File: config.mk
export PLATFORM = sky130hd
export DESIGN_NAME = item_slug_leadin_skipper_top_flat
export DESIGN_NICKNAME = d
export VERILOG_FILES = /design/src/rtl/ilsk_pkg.sv /design/src/rtl/ilsk_in_if.sv /design/src/rtl/ilsk_out_if.sv /design/src/rtl/item_slug_leadin_skipper_top.sv /design/src/rtl/ilsk_ctrl.sv /design/src/rtl/ilsk_datapath.sv /design/src/flat_wrapper.sv
export SDC_FILE = /design/constraint.sdc
export NUM_CORES = 1
export LEC_CHECK = 0
export ABC_AREA = 1
export ABC_CLOCK_PERIOD_IN_PS = 5400
export BUFFER_PORTS_ARGS = -buffer_cell sky130_fd_sc_hd__buf_2
export CORE_UTILIZATION = 45
export CTS_CLUSTER_DIAMETER = 80
export DETAILED_ROUTE_END_ITERATION = 12
export REMOVE_ABC_BUFFERS = 1
export SLEW_MARGIN = 10
export SYNTH_ARGS = -nofsm -noshare
export SYNTH_HDL_FRONTEND = slang
export SYNTH_HIERARCHICAL = 1
export SYNTH_SLANG_ARGS = --single-unit
export TNS_END_PERCENT = 30
File: constraint.sdc
create_clock -name clk -period 5.4 [get_ports clk]
set_input_delay 0.27 -clock clk [delete_from_list [all_inputs] [get_ports clk]]
set_output_delay 0.27 -clock clk [all_outputs]
set_load 0.02 [all_outputs]
File: src/rtl/ilsk_pkg.sv
package ilsk_pkg;

  localparam int MAX_WORDS_DEF = 8;
  localparam int WORD_HOLD     = 5;
  localparam int LEAD_DEPTH    = 8;
  localparam int NUM_LEADS     = 21;

  typedef logic [7:0] char_t;
  typedef logic [3:0] max_words_t;

  // Lead-in words, left aligned: the first character sits in the top byte.
  localparam logic [39:0] LEAD_TEXT [NUM_LEADS] = '{
    {"it", 24'h0}, {"its", 16'h0}, {"that", 8'h0}, {"this", 8'h0}, "these", "those",
    {"is", 24'h0}, {"are", 16'h0}, {"a", 32'h0}, {"an", 24'h0}, {"the", 16'h0},
    {"some", 8'h0}, {"one", 16'h0}, {"just", 8'h0}, {"my", 24'h0}, {"your", 8'h0},
    "looks", {"like", 8'h0}, "seems", {"to", 24'h0}, {"be", 24'h0}
  };

  localparam logic [2:0] LEAD_LEN [NUM_LEADS] = '{
    3'd2, 3'd3, 3'd4, 3'd4, 3'd5, 3'd5, 3'd2, 3'd3, 3'd1, 3'd2, 3'd3,
    3'd4, 3'd3, 3'd4, 3'd2, 3'd4, 3'd5, 3'd4, 3'd5, 3'd2, 3'd2
  };

  typedef enum logic [1:0] {
    CLS_DROP,
    CLS_BRK,
    CLS_CHR
  } cls_t;

  typedef enum logic [1:0] {
    CTX_CHAR,
    CTX_NEW,
    CTX_BRK,
    CTX_LAST
  } ctx_t;

  typedef enum logic [2:0] {
    EM_SEP,
    EM_HELD,
    EM_CUR,
    EM_LEAD,
    EM_TERM
  } emit_sel_t;

  typedef enum logic [3:0] {
    ST_IDLE,
    ST_DISPATCH,
    ST_ENDW,
    ST_FLUSH,
    ST_SEP,
    ST_HELD,
    ST_CUR,
    ST_ENDFIN,
    ST_LASTCHK,
    ST_LEADS,
    ST_LEADSEP,
    ST_LEADCH,
    ST_TERM
  } state_t;

  typedef struct packed {
    logic      load_in;
    logic      store_char;
    logic      lead_clr;
    logic      start_emit;
    logic      stop_emit;
    logic      store_lead;
    logic      endw_clear;
    logic      set_nonempty;
    logic      held_inc;
    logic      lead_pos_inc;
    logic      lead_next;
    logic      clear_state;
    logic      emit;
    emit_sel_t emit_sel;
    logic      run_end;
  } dp_cmd_t;

  typedef struct packed {
    cls_t cls;
    logic last_in;
    logic lead;
    logic wlen_full;
    logic wlen_nz;
    logic match_hit;
    logic emitting;
    logic room;
    logic held_final;
    logic lead_more;
    logic lead_char_final;
    logic out_free;
  } dp_status_t;

  function automatic logic [2:0] lead_len(input logic [4:0] idx);
    logic [4:0] k;
    k = (idx < 5'(NUM_LEADS)) ? idx : 5'd0;
    return LEAD_LEN[k];
  endfunction

  function automatic char_t lead_char(input logic [4:0] idx, input logic [2:0] pos);
    logic [4:0]  k;
    logic [39:0] s;
    k = (idx < 5'(NUM_LEADS)) ? idx : 5'd0;
    s = LEAD_TEXT[k] << {pos, 3'b000};
    return s[39:32];
  endfunction

endpackage

File: src/rtl/ilsk_in_if.sv
interface ilsk_in_if;
  logic              valid;
  logic              ready;
  ilsk_pkg::char_t   char_in;
  logic              last_char;

  modport source (output valid, output char_in, output last_char, input ready);
  modport sink   (input valid, input char_in, input last_char, output ready);
endinterface

File: src/rtl/ilsk_out_if.sv
interface ilsk_out_if;
  logic              valid;
  logic              ready;
  ilsk_pkg::char_t   char_out;
  logic              has_char;
  logic              name_done;
  logic              last_of_run;

  modport source (output valid, output char_out, output has_char, output name_done,
                  output last_of_run, input ready);
  modport sink   (input valid, input char_out, input has_char, input name_done,
                  input last_of_run, output ready);
endinterface

File: src/rtl/item_slug_leadin_skipper_top.sv
// Turns a description, one byte per request with a flag on the final byte, into an
// identifier-style item name: letters are folded to lower case, digits kept, blanks, tabs,
// hyphens and underscores split words, and other bytes are dropped. Leading lead-in words
// ("the", "this", "looks", ...) are skipped, the following words are sent one character
// per result with an underscore between them, up to min(max_words, MAX_WORDS) words; if
// every word is a lead-in, the stored lead-ins are sent. Each description ends with a
// terminating result that has name_done set, and last_of_run marks the final result of
// each request. One request is worked on at a time by a sequencer, which passes through a
// separator slot before each word, even at the start of the name where no underscore is
// sent. A word break ends the word and sends a held word if any, and the final byte also
// replays the stored lead-ins if the name is still in its lead phase. A result waiting on
// a stalled output holds the sequencer; the output register lets the next request be taken
// while the last result of the previous one is still waiting.
module item_slug_leadin_skipper_top #(
  parameter int MAX_WORDS = ilsk_pkg::MAX_WORDS_DEF
) (
  input  logic                 clk,
  input  logic                 rst,
  input  logic                 cfg_write_en,
  input  ilsk_pkg::max_words_t cfg_write_data,
  ilsk_in_if.sink              in_ch,
  ilsk_out_if.source           out_ch
);
  import ilsk_pkg::*;

  dp_cmd_t    ctl_cmd;
  dp_status_t dp_stat;

  ilsk_ctrl u_ctrl (
    .clk      (clk),
    .rst      (rst),
    .in_valid (in_ch.valid),
    .in_ready (in_ch.ready),
    .stat     (dp_stat),
    .cmd      (ctl_cmd)
  );

  ilsk_datapath #(
    .MAX_WORDS (MAX_WORDS)
  ) u_datapath (
    .clk            (clk),
    .rst            (rst),
    .cfg_write_en   (cfg_write_en),
    .cfg_write_data (cfg_write_data),
    .char_in        (in_ch.char_in),
    .last_char      (in_ch.last_char),
    .cmd            (ctl_cmd),
    .stat           (dp_stat),
    .out_ready      (out_ch.ready),
    .out_valid      (out_ch.valid),
    .char_out       (out_ch.char_out),
    .has_char       (out_ch.has_char),
    .name_done      (out_ch.name_done),
    .last_of_run    (out_ch.last_of_run)
  );

  // The sequencer never loads a result while the output register is still occupied.
  assert property (@(posedge clk) disable iff (rst) ctl_cmd.emit |-> dp_stat.out_free)
    else $error("result loaded over an untaken result");

  // One request at a time: a taken request is never followed by another in the next cycle.
  assert property (@(posedge clk) disable iff (rst)
    (in_ch.valid && in_ch.ready) |=> !in_ch.ready)
    else $error("request accepted while the previous one is in work");

  // The terminating result always closes the run and carries no character.
  assert property (@(posedge clk) disable iff (rst)
    (out_ch.valid && out_ch.name_done) |-> (out_ch.last_of_run && !out_ch.has_char))
    else $error("terminator without last_of_run or with a character");

  // Lead-in words are only replayed while the block is still in its lead phase.
  assert property (@(posedge clk) disable iff (rst)
    (ctl_cmd.emit && (ctl_cmd.emit_sel == EM_LEAD)) |-> dp_stat.lead)
    else $error("lead-in replay after the lead phase ended");

endmodule

File: src/rtl/ilsk_ctrl.sv
module ilsk_ctrl (
  input  logic                 clk,
  input  logic                 rst,
  input  logic                 in_valid,
  output logic                 in_ready,
  input  ilsk_pkg::dp_status_t stat,
  output ilsk_pkg::dp_cmd_t    cmd
);
  import ilsk_pkg::*;

  state_t state, state_next;
  ctx_t   ctx, ctx_next;

  always_ff @(posedge clk) begin
    if (rst) begin
      state <= ST_IDLE;
      ctx   <= CTX_CHAR;
    end else begin
      state <= state_next;
      ctx   <= ctx_next;
    end
  end

  always_comb begin
    state_next = state;
    ctx_next   = ctx;
    cmd        = '0;
    in_ready   = 1'b0;
    case (state)
      ST_IDLE: begin
        in_ready = 1'b1;
        if (in_valid) begin
          cmd.load_in = 1'b1;
          state_next  = ST_DISPATCH;
        end
      end
      ST_DISPATCH: begin
        case (stat.cls)
          CLS_BRK: begin
            ctx_next   = CTX_BRK;
            state_next = ST_ENDW;
          end
          CLS_CHR: begin
            if (stat.lead) begin
              if (!stat.wlen_full) begin
                cmd.store_char = 1'b1;
                state_next     = ST_LASTCHK;
              end else begin
                // A sixth character cannot belong to a lead-in.
                ctx_next   = CTX_CHAR;
                state_next = ST_FLUSH;
              end
            end else if (stat.emitting) begin
              state_next = ST_CUR;
            end else if (stat.room) begin
              cmd.start_emit = 1'b1;
              ctx_next       = CTX_NEW;
              state_next     = ST_SEP;
            end else begin
              state_next = ST_LASTCHK;
            end
          end
          default: state_next = ST_LASTCHK;
        endcase
      end
      ST_ENDW: begin
        if (stat.lead && stat.wlen_nz) begin
          if (stat.match_hit) begin
            cmd.store_lead = 1'b1;
            state_next     = ST_ENDFIN;
          end else begin
            state_next = ST_FLUSH;
          end
        end else begin
          state_next = ST_ENDFIN;
        end
      end
      ST_FLUSH: begin
        cmd.lead_clr = 1'b1;
        if (stat.room) begin
          cmd.start_emit = 1'b1;
          state_next     = ST_SEP;
        end else begin
          cmd.stop_emit = 1'b1;
          state_next    = (ctx == CTX_CHAR) ? ST_LASTCHK : ST_ENDFIN;
        end
      end
      ST_SEP: begin
        if (stat.out_free) begin
          cmd.emit         = 1'b1;
          cmd.emit_sel     = EM_SEP;
          cmd.set_nonempty = 1'b1;
          state_next       = (ctx == CTX_NEW) ? ST_CUR : ST_HELD;
        end
      end
      ST_HELD: begin
        if (stat.out_free) begin
          cmd.emit     = 1'b1;
          cmd.emit_sel = EM_HELD;
          cmd.held_inc = 1'b1;
          cmd.run_end  = stat.held_final && (ctx == CTX_BRK) && !stat.last_in;
          if (stat.held_final) begin
            state_next = (ctx == CTX_CHAR) ? ST_CUR : ST_ENDFIN;
          end
        end
      end
      ST_CUR: begin
        if (stat.out_free) begin
          cmd.emit     = 1'b1;
          cmd.emit_sel = EM_CUR;
          cmd.run_end  = !stat.last_in;
          state_next   = ST_LASTCHK;
        end
      end
      ST_ENDFIN: begin
        cmd.endw_clear = 1'b1;
        state_next     = (ctx == CTX_LAST) ? ST_LEADS : ST_LASTCHK;
      end
      ST_LASTCHK: begin
        if (stat.last_in) begin
          ctx_next   = CTX_LAST;
          state_next = ST_ENDW;
        end else begin
          state_next = ST_IDLE;
        end
      end
      ST_LEADS: begin
        state_next = (stat.lead && stat.lead_more) ? ST_LEADSEP : ST_TERM;
      end
      ST_LEADSEP: begin
        if (stat.out_free) begin
          cmd.emit         = 1'b1;
          cmd.emit_sel     = EM_SEP;
          cmd.set_nonempty = 1'b1;
          state_next       = ST_LEADCH;
        end
      end
      ST_LEADCH: begin
        if (stat.out_free) begin
          cmd.emit     = 1'b1;
          cmd.emit_sel = EM_LEAD;
          if (stat.lead_char_final) begin
            cmd.lead_next = 1'b1;
            state_next    = ST_LEADS;
          end else begin
            cmd.lead_pos_inc = 1'b1;
          end
        end
      end
      ST_TERM: begin
        if (stat.out_free) begin
          cmd.emit        = 1'b1;
          cmd.emit_sel    = EM_TERM;
          cmd.run_end     = 1'b1;
          cmd.clear_state = 1'b1;
          state_next      = ST_IDLE;
        end
      end
      default: state_next = ST_IDLE;
    endcase
  end

endmodule

File: src/rtl/ilsk_datapath.sv
module ilsk_datapath #(
  parameter int MAX_WORDS = ilsk_pkg::MAX_WORDS_DEF
) (
  input  logic                   clk,
  input  logic                   rst,
  input  logic                   cfg_write_en,
  input  ilsk_pkg::max_words_t   cfg_write_data,
  input  ilsk_pkg::char_t        char_in,
  input  logic                   last_char,
  input  ilsk_pkg::dp_cmd_t      cmd,
  output ilsk_pkg::dp_status_t   stat,
  input  logic                   out_ready,
  output logic                   out_valid,
  output ilsk_pkg::char_t        char_out,
  output logic                   has_char,
  output logic                   name_done,
  output logic                   last_of_run
);
  import ilsk_pkg::*;

  localparam int WW = $clog2(MAX_WORDS + 1);
  localparam char_t CH_UNDERSCORE = 8'h5F;

  // Folds a raw byte into a class and a lower case character.
  function automatic cls_t fold_cls(input char_t b);
    cls_t r;
    r = CLS_DROP;
    if ((b inside {[8'h41:8'h5A]}) || (b inside {[8'h61:8'h7A]}) ||
        (b inside {[8'h30:8'h39]})) begin
      r = CLS_CHR;
    end else if (b inside {8'h20, 8'h09, 8'h2D, 8'h5F}) begin
      r = CLS_BRK;
    end
    return r;
  endfunction

  function automatic char_t fold_char(input char_t b);
    return (b inside {[8'h41:8'h5A]}) ? (b | 8'h20) : b;
  endfunction

  max_words_t      max_words;
  cls_t            cur_cls;
  char_t           cur_char;
  logic            last_in;
  logic            lead;
  char_t           word_chars [WORD_HOLD];
  logic [2:0]      wlen;
  logic [4:0]      lead_store [LEAD_DEPTH];
  logic [3:0]      lead_cnt;
  logic [WW-1:0]   words;
  logic            nonempty;
  logic            emitting;
  logic [2:0]      held_idx;
  logic [3:0]      lead_i;
  logic [2:0]      lead_pos;

  logic [WW-1:0]   lim;
  logic            match_hit;
  logic [4:0]      match_idx;
  logic [4:0]      lead_cur;
  logic            out_free;
  logic            emit_now;
  char_t           emit_char;

  assign lim = (32'(max_words) > MAX_WORDS) ? WW'(MAX_WORDS) : WW'(max_words);
  assign lead_cur = lead_store[lead_i[2:0]];
  assign out_free = !out_valid || out_ready;
  // A separator is only placed between words.
  assign emit_now = cmd.emit && ((cmd.emit_sel != EM_SEP) || nonempty);

  always_comb begin
    logic eq;
    match_hit = 1'b0;
    match_idx = '0;
    for (int i = NUM_LEADS - 1; i >= 0; i--) begin
      eq = (LEAD_LEN[i] == wlen);
      for (int j = 0; j < WORD_HOLD; j++) begin
        if ((3'(j) < wlen) && (word_chars[j] != lead_char(5'(i), 3'(j)))) begin
          eq = 1'b0;
        end
      end
      if (eq) begin
        match_hit = 1'b1;
        match_idx = 5'(i);
      end
    end
  end

  always_comb begin
    case (cmd.emit_sel)
      EM_SEP:  emit_char = CH_UNDERSCORE;
      EM_HELD: emit_char = word_chars[held_idx];
      EM_CUR:  emit_char = cur_char;
      EM_LEAD: emit_char = lead_char(lead_cur, lead_pos);
      default: emit_char = '0;
    endcase
  end

  always_comb begin
    stat.cls             = cur_cls;
    stat.last_in         = last_in;
    stat.lead            = lead;
    stat.wlen_full       = (wlen == 3'(WORD_HOLD));
    stat.wlen_nz         = (wlen != 3'd0);
    stat.match_hit       = match_hit;
    stat.emitting        = emitting;
    stat.room            = (words < lim);
    stat.held_final      = (held_idx == wlen - 3'd1);
    stat.lead_more       = (lead_i < lead_cnt) && (32'(lead_i) < 32'(lim));
    stat.lead_char_final = (lead_pos == lead_len(lead_cur) - 3'd1);
    stat.out_free        = out_free;
  end

  always_ff @(posedge clk) begin
    if (rst) begin
      max_words <= 4'd3;
      lead      <= 1'b1;
      wlen      <= '0;
      lead_cnt  <= '0;
      words     <= '0;
      nonempty  <= 1'b0;
      emitting  <= 1'b0;
      held_idx  <= '0;
      lead_i    <= '0;
      lead_pos  <= '0;
      out_valid <= 1'b0;
    end else begin
      if (cfg_write_en) max_words <= cfg_write_data;
      if (cmd.load_in) begin
        held_idx <= '0;
        lead_i   <= '0;
        lead_pos <= '0;
      end
      if (cmd.store_char) wlen <= wlen + 3'd1;
      if (cmd.lead_clr) lead <= 1'b0;
      if (cmd.start_emit) begin
        words    <= words + WW'(1);
        emitting <= 1'b1;
      end
      if (cmd.stop_emit) emitting <= 1'b0;
      if (cmd.store_lead && (lead_cnt < 4'(LEAD_DEPTH))) lead_cnt <= lead_cnt + 4'd1;
      if (cmd.endw_clear) begin
        emitting <= 1'b0;
        wlen     <= '0;
      end
      if (cmd.set_nonempty) nonempty <= 1'b1;
      if (cmd.held_inc) held_idx <= held_idx + 3'd1;
      if (cmd.lead_pos_inc) lead_pos <= lead_pos + 3'd1;
      if (cmd.lead_next) begin
        lead_i   <= lead_i + 4'd1;
        lead_pos <= '0;
      end
      if (cmd.clear_state) begin
        lead     <= 1'b1;
        wlen     <= '0;
        lead_cnt <= '0;
        words    <= '0;
        nonempty <= 1'b0;
        emitting <= 1'b0;
      end
      if (emit_now) begin
        out_valid <= 1'b1;
      end else if (out_ready) begin
        out_valid <= 1'b0;
      end
    end
  end

  always_ff @(posedge clk) begin
    if (cmd.load_in) begin
      cur_cls  <= fold_cls(char_in);
      cur_char <= fold_char(char_in);
      last_in  <= last_char;
    end
    if (cmd.store_char) word_chars[wlen] <= cur_char;
    if (cmd.store_lead && (lead_cnt < 4'(LEAD_DEPTH))) lead_store[lead_cnt[2:0]] <= match_idx;
    if (emit_now) begin
      char_out    <= emit_char;
      has_char    <= (cmd.emit_sel != EM_TERM);
      name_done   <= (cmd.emit_sel == EM_TERM);
      last_of_run <= cmd.run_end;
    end
  end

endmodule
File: src/flat_wrapper.sv
// flat-port wrapper written by rule: the top's interface ports become plain ports
module item_slug_leadin_skipper_top_flat import ilsk_pkg::*;
#(
  parameter int MAX_WORDS = ilsk_pkg::MAX_WORDS_DEF
)
  (clk, rst, cfg_write_en, cfg_write_data, in_ch_valid, in_ch_char_in, in_ch_last_char, in_ch_ready, out_ch_valid, out_ch_char_out, out_ch_has_char, out_ch_name_done, out_ch_last_of_run, out_ch_ready);
  ilsk_in_if in_ch_i ();
  ilsk_out_if out_ch_i ();
  input  logic clk;
  input  logic rst;
  input  logic cfg_write_en;
  input  ilsk_pkg::max_words_t cfg_write_data;
  input wire logic [$bits(in_ch_i.valid)-1:0] in_ch_valid;
  input wire logic [$bits(in_ch_i.char_in)-1:0] in_ch_char_in;
  input wire logic [$bits(in_ch_i.last_char)-1:0] in_ch_last_char;
  output wire logic [$bits(in_ch_i.ready)-1:0] in_ch_ready;
  output wire logic [$bits(out_ch_i.valid)-1:0] out_ch_valid;
  output wire logic [$bits(out_ch_i.char_out)-1:0] out_ch_char_out;
  output wire logic [$bits(out_ch_i.has_char)-1:0] out_ch_has_char;
  output wire logic [$bits(out_ch_i.name_done)-1:0] out_ch_name_done;
  output wire logic [$bits(out_ch_i.last_of_run)-1:0] out_ch_last_of_run;
  input wire logic [$bits(out_ch_i.ready)-1:0] out_ch_ready;
  assign in_ch_i.valid = in_ch_valid;
  assign in_ch_i.char_in = in_ch_char_in;
  assign in_ch_i.last_char = in_ch_last_char;
  assign in_ch_ready = in_ch_i.ready;
  assign out_ch_valid = out_ch_i.valid;
  assign out_ch_char_out = out_ch_i.char_out;
  assign out_ch_has_char = out_ch_i.has_char;
  assign out_ch_name_done = out_ch_i.name_done;
  assign out_ch_last_of_run = out_ch_i.last_of_run;
  assign out_ch_i.ready = out_ch_ready;
  item_slug_leadin_skipper_top #(.MAX_WORDS(MAX_WORDS)) u_core (.clk(clk), .rst(rst), .cfg_write_en(cfg_write_en), .cfg_write_data(cfg_write_data), .in_ch(in_ch_i), .out_ch(out_ch_i));
endmodule
# Word level (Yosys, flattened, before mapping)
# Memory sizes are Yosys's and may differ from the RTL's. A register that Yosys moved wholly into a read port is not among the register bits.
# Cells that the tools add are included.
# word_totals
ff_bits	57
ramBits	80
rom_bits	1376
in_bits	18
output_inout_bits	13
elab_cells	445
memories	4
# memory_table
name	depth	word_bits	rd	rd_clocked_by_memory_dff	wr	line_no	source
(name not given)	32	40	1	0	0	ilsk_pkg.sv:104	s = LEAD_TEXT[k] << {pos, 3'b000};
(name not given)	32	3	1	0	0	ilsk_pkg.sv:97	return LEAD_LEN[k];
u_core.u_datapath.lead_store	8	5	1	1	1	ilsk_datapath.sv:48	logic [4:0] lead_store [LEAD_DEPTH];
u_core.u_datapath.word_chars	5	8	6	1	1	ilsk_datapath.sv:46	char_t word_chars [WORD_HOLD];
# classes
addsub	8
n_lt_le_gt_ge	18
n_eq_ne	84
n_shift	1
n_mux	230
bitwise	1
n_reduce_logical	78
# ops
cell	n
!= test 8 x 7 -> 1 bit (second input constant)	36
2-to-1 mux 1 bit	154
2-to-1 mux 5 bit	24
2-to-1 mux 4 bit	20
2-to-1 mux 40 bit	2
one-hot mux 4 bit (13 select lines)	1
logical AND 1 bit	50
left shift 40 x 6 -> 40 bit	1
2-to-1 mux 3 bit	12
one-hot mux 8 bit (4 select lines)	1
nonzero test 8 bit	4
equality test 4 bit (second input constant)	5
one-hot mux 4 bit (5 select lines)	1
2-to-1 mux 2 bit	9
!= test 2 bit (second input constant)	9
equality test 4 x 3 -> 1 bit (second input constant)	4
equality test 8 x 6 -> 1 bit (second input constant)	2
>= comparator 8 x 7 -> 1 bit (second input constant)	2
<= comparator 8 x 7 -> 1 bit (second input constant)	2
adder 4 x 1 -> 4 bit (second input constant)	3
less-than comparator 4 bit	3
nonzero test 2 bit	5
adder 3 x 1 -> 3 bit (second input constant)	3
AND reduction 9 bit	1
other kinds (45)	66

# Longest topological paths before layout
# Gate-level depths: netlist of the first run.
# An unclocked memory read counts as a cell.
# depth
ltp_word	35
ltp_mapped	30
depth_no_buf	30

# Hierarchy
# Netlist of the first run, hierarchy kept.
# modules_own_cells
mod	n_inst	cells_per_inst	area_each_um2	seq_area_each_um2
ilsk_datapath	1	1058	8904.8	4484.3
ilsk_ctrl	1	188	929.6	120.1

# Least setup slack after synthesis of the first run
# No wires, ideal clock.
# synth_path
path_type	flip-flop to flip-flop
start	reg (tool-made name)
end	reg (tool-made name)
setup_ps	88
t_arrival_ps	3594
t_required_ps	5312
setup_slack_ps	1718
stages_incl_launch_ff	28
n_path_buf	1
period_less_slack_ps	3682
cell_sequence	dfxtp_1 -> buf_6 -> nor2_1 -> nor2_1 -> o21ai_1 -> nand2_1 -> nand2_1 -> nand2_4 -> nand2_2 -> nand2_4 -> nand2_4 -> nand2_1 -> inv_1 -> ha_1 -> o21ai_1 -> nand2_1 -> a21oi_1 -> ha_1 -> xor2_1 -> xor2_1 -> nand2_1 -> nor3b_2 -> inv_1 -> nor2_1 -> inv_1 -> nand2_1 -> nand2_1 -> nor3_1

==> run summary, run 1 <==
Layout cells sized above 1 = 0.0833
CTS tree = done
Initial core utilization = 0.463
Pre-antenna DRT Iters = 5
Multi-input gate area = 4380 um^2
Cell Count, Final, Fillers Out = 1560
Cell mode on critical path = nand2_1
GP Congestion = 0.941
Area Growth Syn to Fin = 9.57%
Worst-path maximum fanout = 12
Yosys warning count = 6
Clk pwr share = 0.361
WP data arrival = 4980 ps
Leakage = 4.66 nW
Worst reg2reg path depth = 26
Die footprint = 22400 um^2
End of the worst hold path = u_core/u_datapath/last_in
Synthesized flop and latch total = 167
Via density per instance = 5.43
First-pass GRT wire length = 40900 um
Synth Flop Type = edfxtp_1
Relative slew slack = 0.227
Vias in the first global route = 7779
Worst Setup End Kind = flop
CTS H-Tree Depth = 4
Setup TNS = 0 ps
Fin crit period = 4670 ps
Post-Route WL = 25700 um
Layout Nets = 1324
Achievable Freq = 214 MHz
Top cell type by total area after synthesis = edfxtp_1
FF+latch area = 4610 um^2
Sw Ratio = 0.300
VDD IR max = 0.000224 V
Gr ovfl total = 0
Synth Area per Inst = 7.89 um^2
Number of synthesized flops with an enable pin = 126
Hold path cells = 1
Power Internal = 0.00228 W
Overall Global Routing Usage = 0.238
Synth top area share = 0.385
HPWL Detailed = 19300 um
Die Width = 150 um
Ant diodes = 0
Max Clock Skew = 12.9 ps
P per Cell Area = 302 nW/um^2
Mapped Cells = 1246
Die height = 150 um
Via Count = 8478
Final Setup Violations = 0
Sink Count = 167
Final slew viol count = 0
Unrepaired setup endpoints after global routing = false
Fin. Hold Viols = 0
Post-synthesis cell area = 9830 um^2
Crit-path slowest cell = dfxtp_1
IO Port Bufs = 30
# DRC = 0
Initial antenna violation count = 0
Flop-to-flop setup slack = 730 ps
Core ar. = 21200 um^2
Tightest Hold Check Type = in2reg
Switching power = 0.000974 W
Netlist cell types = 54
Initial drt markers = 738
Root buffer cell = clkbuf_16
Largest stage delay, worst path = 580 ps
Wire length per cell = 16.5 um
Run status = finished, final reports clean
WS Path Type = reg2reg
Seq pwr share = 0.488
# rows = 53
Area contributors post-synth = edfxtp_1 38%, nand2_1 11%, dfxtp_1 8.3%
Max cap viols = 0
Slew @ Worst Pin = 1150 ps
Placed Cells = 1528
I/O pin total = 31
Largest net degree at the start of global routing = 28
Clk Latency, worst-skew pair = 420 ps
Worst Setup Start Kind = flop
CTS Buffer Depth = 2
Detail Route Antenna Nets = 0
Gate power share = 0.150
Fin crit share = 0.865
# fillers = 2052
Post-CTS setup buffer count = 0
Clock slew at reported path FFs = 70 ps
Ys async rst share = 0
Total CTS buffers = 17
Sequential share of the synthesized area = 0.468
CP Data Required Time = 5710 ps
Hold Crit Start = in_ch_last_char
## what timing repair did
action / CTS / global route
gates resized for setup: 0 / 1
hold buffers: 0 / 0
endpoints found under the setup margin: 0 / 7
## critical path, delay by kind of cell, from the launching register on
| family | cells | cell delay (ps) |
|---|---|---|
| AOI/OAI and AO/OA | 3 | 480 |
| xor gates and xnor gates | 2 | 330 |
| adders and majority gates | 2 | 460 |
| buffers and inverters | 4 | 620 |
| DFF | 1 | 580 |
| and+or+nand+nor | 15 | 2090 |
## kinds of logic after synthesis
kind of cell	after synthesis	share of synthesized area
AOI/OAI and AO/OA	213	0.126
xor gates and xnor gates	6	0.00534
adders and majority gates	34	0.0433
buffers and inverters	213	0.0869
DFF	167	0.468
and+or+nand+nor	613	0.270
## power by group through the flow
stage / clock [W] / combinational (W) / sequential, W
6_report: 0.00117 / 0.000488 / 0.00159
5_1_grt: 0.00125 / 0.000550 / 0.00160
4_1_cts: 0.00120 / 0.000485 / 0.00159
3_5_place_dp: 0 / 0.000482 / 0.00161
3_3_place_gp: 0 / 0.000481 / 0.00161
2_1_floorplan: 0 / 0.000346 / 0.00157
## synthesized netlist by cell type, drive strengths merged (3+ instances only)
cell type,n
nand2,296
inv,184
nor2,171
edfxtp,126
o21ai,93
nand3,77
a21oi,67
dfxtp,41
ha,34
nand4,26
nor3,23
o211ai,15
clkbuf,14
buf,13
nor4,9
a31oi,7
or2,5
xor2,5
a41oi,4
nor3b,4
o21a,4
a211oi,3
a31o,3
o41ai,3
## stage by stage
stage	area [um^2]	hold slack [ps]	util	worst slack, ps	power, W
floorplan	9680	339	-	1420	0.00192
global placement	10200	446	0.481	748	0.00209
finish	10800	17.8	0.508	729	0.00325
detailed placement	10200	449	0.481	587	0.00209
CTS	10800	4.22	0.508	518	0.00327
global route	10800	1.96	0.508	109	0.00339
## cells in the final DEF, fill, tap and decap left out, types with 15 or more instances in the layout
cell       instances
inv_1            176
ha_1              34
a21oi_1           66
buf_2             30
o21ai_0           71
clkbuf_16         17
o21ai_1           20
o211ai_1          15
edfxtp_1         126
nand4_1           26
dfxtp_1           40
nand3_1           76
nand2_1          285
nor3_1            23
nor2_1           159
## metal layers
layer	share of wire	GRT usage	vias to the layer above
met5	0	0	-
li1	-	-	4225
met2	0.45	0.363	275
met1	0.48	0.343	3950
met4	0.018	0.0747	0
met3	0.060	0.0399	28
## sequential cells by signal, summed over array words and instances (netlist names), 2 cells and up, named ones only
name and count:
u_core/u_datapath/lead_i 4, u_core/u_datapath/lead_cnt 4, u_core/u_datapath/max_words 4, u_core/u_datapath/words 4
u_core/u_datapath/cur_cls 2, u_core/u_datapath/wlen 3, u_core/u_datapath/held_idx 3, u_core/u_datapath/char_out 8
u_core/u_datapath/lead_store 40, u_core/u_datapath/word_chars 64, u_core/u_datapath/lead_pos 3, u_core/u_ctrl/state 4
u_core/u_ctrl/ctx 2, u_core/u_datapath/cur_char 8
## how the worst max path moves through the flow
stage,start,end,slack [ps],depth (start not counted)
after floorplan,flop,flop,1420,21
after global placement,flop,flop,750,26
after detailed placement,flop,flop,590,22
after CTS,flop,flop,520,22
after global routing,flop,flop,110,26
final,flop,flop,730,26
## cell type report
type	count	share of cell area
Multi-Input combinational cell	866	0.406
Tap cell	275	0.0319
Sequential cell	167	0.427
Clock buffer	17	0.0395
Clock inverter	15	0.0136
Timing Repair Buffer	34	0.0167
Inverter	186	0.0648
(Power assumes the default switching activity.)
==> run 2: changes to the inputs <==
--- a/config.mk
+++ b/config.mk
@@ -8,9 +8,12 @@
 export ABC_AREA = 1
 export ABC_CLOCK_PERIOD_IN_PS = 5400
 export BUFFER_PORTS_ARGS = -buffer_cell sky130_fd_sc_hd__buf_2
-export CORE_UTILIZATION = 45
+export CELL_PAD_IN_SITES_DETAIL_PLACEMENT = 1
+export CELL_PAD_IN_SITES_GLOBAL_PLACEMENT = 2
+export CORE_UTILIZATION = 41
 export CTS_CLUSTER_DIAMETER = 80
 export DETAILED_ROUTE_END_ITERATION = 12
+export PLACE_DENSITY_LB_ADDON = 0.1
 export REMOVE_ABC_BUFFERS = 1
 export SLEW_MARGIN = 10
 export SYNTH_ARGS = -nofsm -noshare
==> run 2 against run 1 <==
Worst setup slack got worse by 100 ps. Global-route usage up 1.9 points. Sequential power is essentially flat. Largest cell class unchanged. Critical path type unchanged.
==> run summary, run 2 (synthesis results as in run 1) <==
Gr ovfl total = 0
Gate power share = 0.150
Final Setup Violations = 0
Pre-antenna DRT Iters = 5
Via Count = 8493
Crit-path slowest cell = dfxtp_2
Overall power = 0.00330 W
Post-Route WL = 30100 um
Final slew viol count = 0
Met2 Use GR = 0.449
Area Growth Syn to Fin = 10.3%
CTS H-Tree Depth = 4
Root buffer cell = clkbuf_16
CTS Buffer Depth = 2
Core ar. = 23500 um^2
Clk pwr share = 0.366
WS Path Type = reg2reg
Seq pwr share = 0.484
# fillers = 2890
Sw Ratio = 0.318
Relative slew slack = 0.230
Via density per instance = 5.29
WP data arrival = 5070 ps
Layout Nets = 1324
Clock slew at reported path FFs = 70 ps
Vias in the first global route = 8759
Commonest non-fill, non-tap cell in the layout = nand2_1
I/O pin total = 31
Initial drt markers = 494
Grt peak-use layer = met2
CTS tree = done
Max Clock Skew = 22.9 ps
First-pass GRT wire length = 47800 um
Tightest Hold Check Type = in2reg
Die footprint = 24600 um^2
Die Width = 157 um
# DRC = 0
Achievable Freq = 210 MHz
IO Port Bufs = 30
Slew @ Worst Pin = 1150 ps
Layout cells sized above 1 = 0.0848
Worst Setup Start Kind = flop
P per Cell Area = 304 nW/um^2
Clk Latency, worst-skew pair = 440 ps
Largest net degree at the start of global routing = 39
GRT met3 Usage = 0.0330
Wire length per cell = 18.8 um
CP Data Required Time = 5700 ps
Fin. Hold Viols = 0
Hold buffer count at CTS = 0
Sink Count = 167
Total CTS buffers = 17
Worst-path maximum fanout = 22
Post-layout util = 0.462
Biggest register = u_core/u_datapath/word_chars
Switching power = 0.00105 W
# rows = 56
Setup TNS = 0 ps
Fin crit share = 0.884
Fin crit period = 4770 ps
Worst Setup End Kind = flop
GP Congestion = 0.858
Leakage = 4.67 nW
Hold WS = 14.3 ps
Cell mode on critical path = nand2_1
Overall Global Routing Usage = 0.257
HPWL Detailed = 23100 um
Largest stage delay, worst path = 570 ps
Die height = 157 um
Initial antenna violation count = 0
Met1 Usage GRT = 0.327
Unrepaired setup endpoints after global routing = false
Detail Route Antenna Nets = 0
VDD IR max = 0.000216 V
Run status = finished, final reports clean
Ant diodes = 0
Initial core utilization = 0.419
Max FFs per register = 64
Power Internal = 0.00225 W
Max cap viols = 0
Most frequent cells in the layout = 285 x nand2_1, 176 x inv_1, 159 x nor2_1
==> run 2: area by class of cell <==
class | instances | area, um^2 | area share
clock buffer | 18 | 429 | 0.0396
multi-input combinational | 866 | 4380 | 0.403
tap | 319 | 399 | 0.0368
sequential | 167 | 4610 | 0.425
timing repair buffer | 34 | 180 | 0.0166
clock inverter | 14 | 155 | 0.0143
inverter | 186 | 698 | 0.0644
==> run 2: path summary, 6_finish.rpt <==
| check | start | end | slack, ps | cells past startpoint |
|---|---|---|---|---|
| worst min-delay path | in_ch_last_char | u_core/u_datapath/last_in | 10 | 1 |
| worst max-delay path | flop | flop | 630 | 26 |
| worst max register to register | flop | flop | 630 | 26 |
| worst min register to register | u_core/u_datapath/words[3] | u_core/u_datapath/words[3] | 460 | 1 |
==> run 2: routing by layer <==
metal | wire, um | up-vias
met5 | 0 | -
met4 | 624 | 0
met3 | 874 | 48
met2 | 14800 | 143
met1 | 13700 | 4090
li1 | - | 4212
==> run 2: per-stage QoR <==
| step | cells | instance area [um^2] | setup slack [ps] |
|---|---|---|---|
| 2_1_floorplan | 1219 | 9680 | 1420 |
| 3_3_place_gp | 1572 | 10300 | 724 |
| 3_5_place_dp | 1572 | 10300 | 399 |
| 4_1_cts | 1604 | 10800 | 252 |
| 5_1_grt | 1604 | 10800 | 22.3 |
| 6_report | 1604 | 10800 | 629 |
==> run 2: what timing repair did <==
action,4_1_cts,5_1_grt
gates resized for setup,0,2
hold endpoints to repair,0,0
setup buffers,0,0
endpoints found under the setup margin,0,8
==> run 2: power by group through the flow <==
stage | clock [W] | combinational (W) | sequential (W)
after global placement | 0 | 0.000489 | 0.00162
after CTS | 0.00123 | 0.000500 | 0.00160
after floorplan | 0 | 0.000346 | 0.00157
after global routing | 0.00127 | 0.000564 | 0.00160
after detailed placement | 0 | 0.000496 | 0.00162
final | 0.00121 | 0.000495 | 0.00160
==> run 2: critical path: cells and delay by family (launching register included) <==
kind                       cells  cell delay (ps)
and+or+nand+nor               16             2220
buffers and inverters          4              630
DFF                            1              570
adders and majority gates      2              460
AOI/OAI and AO/OA              2              410
xor gates and xnor gates       2              370
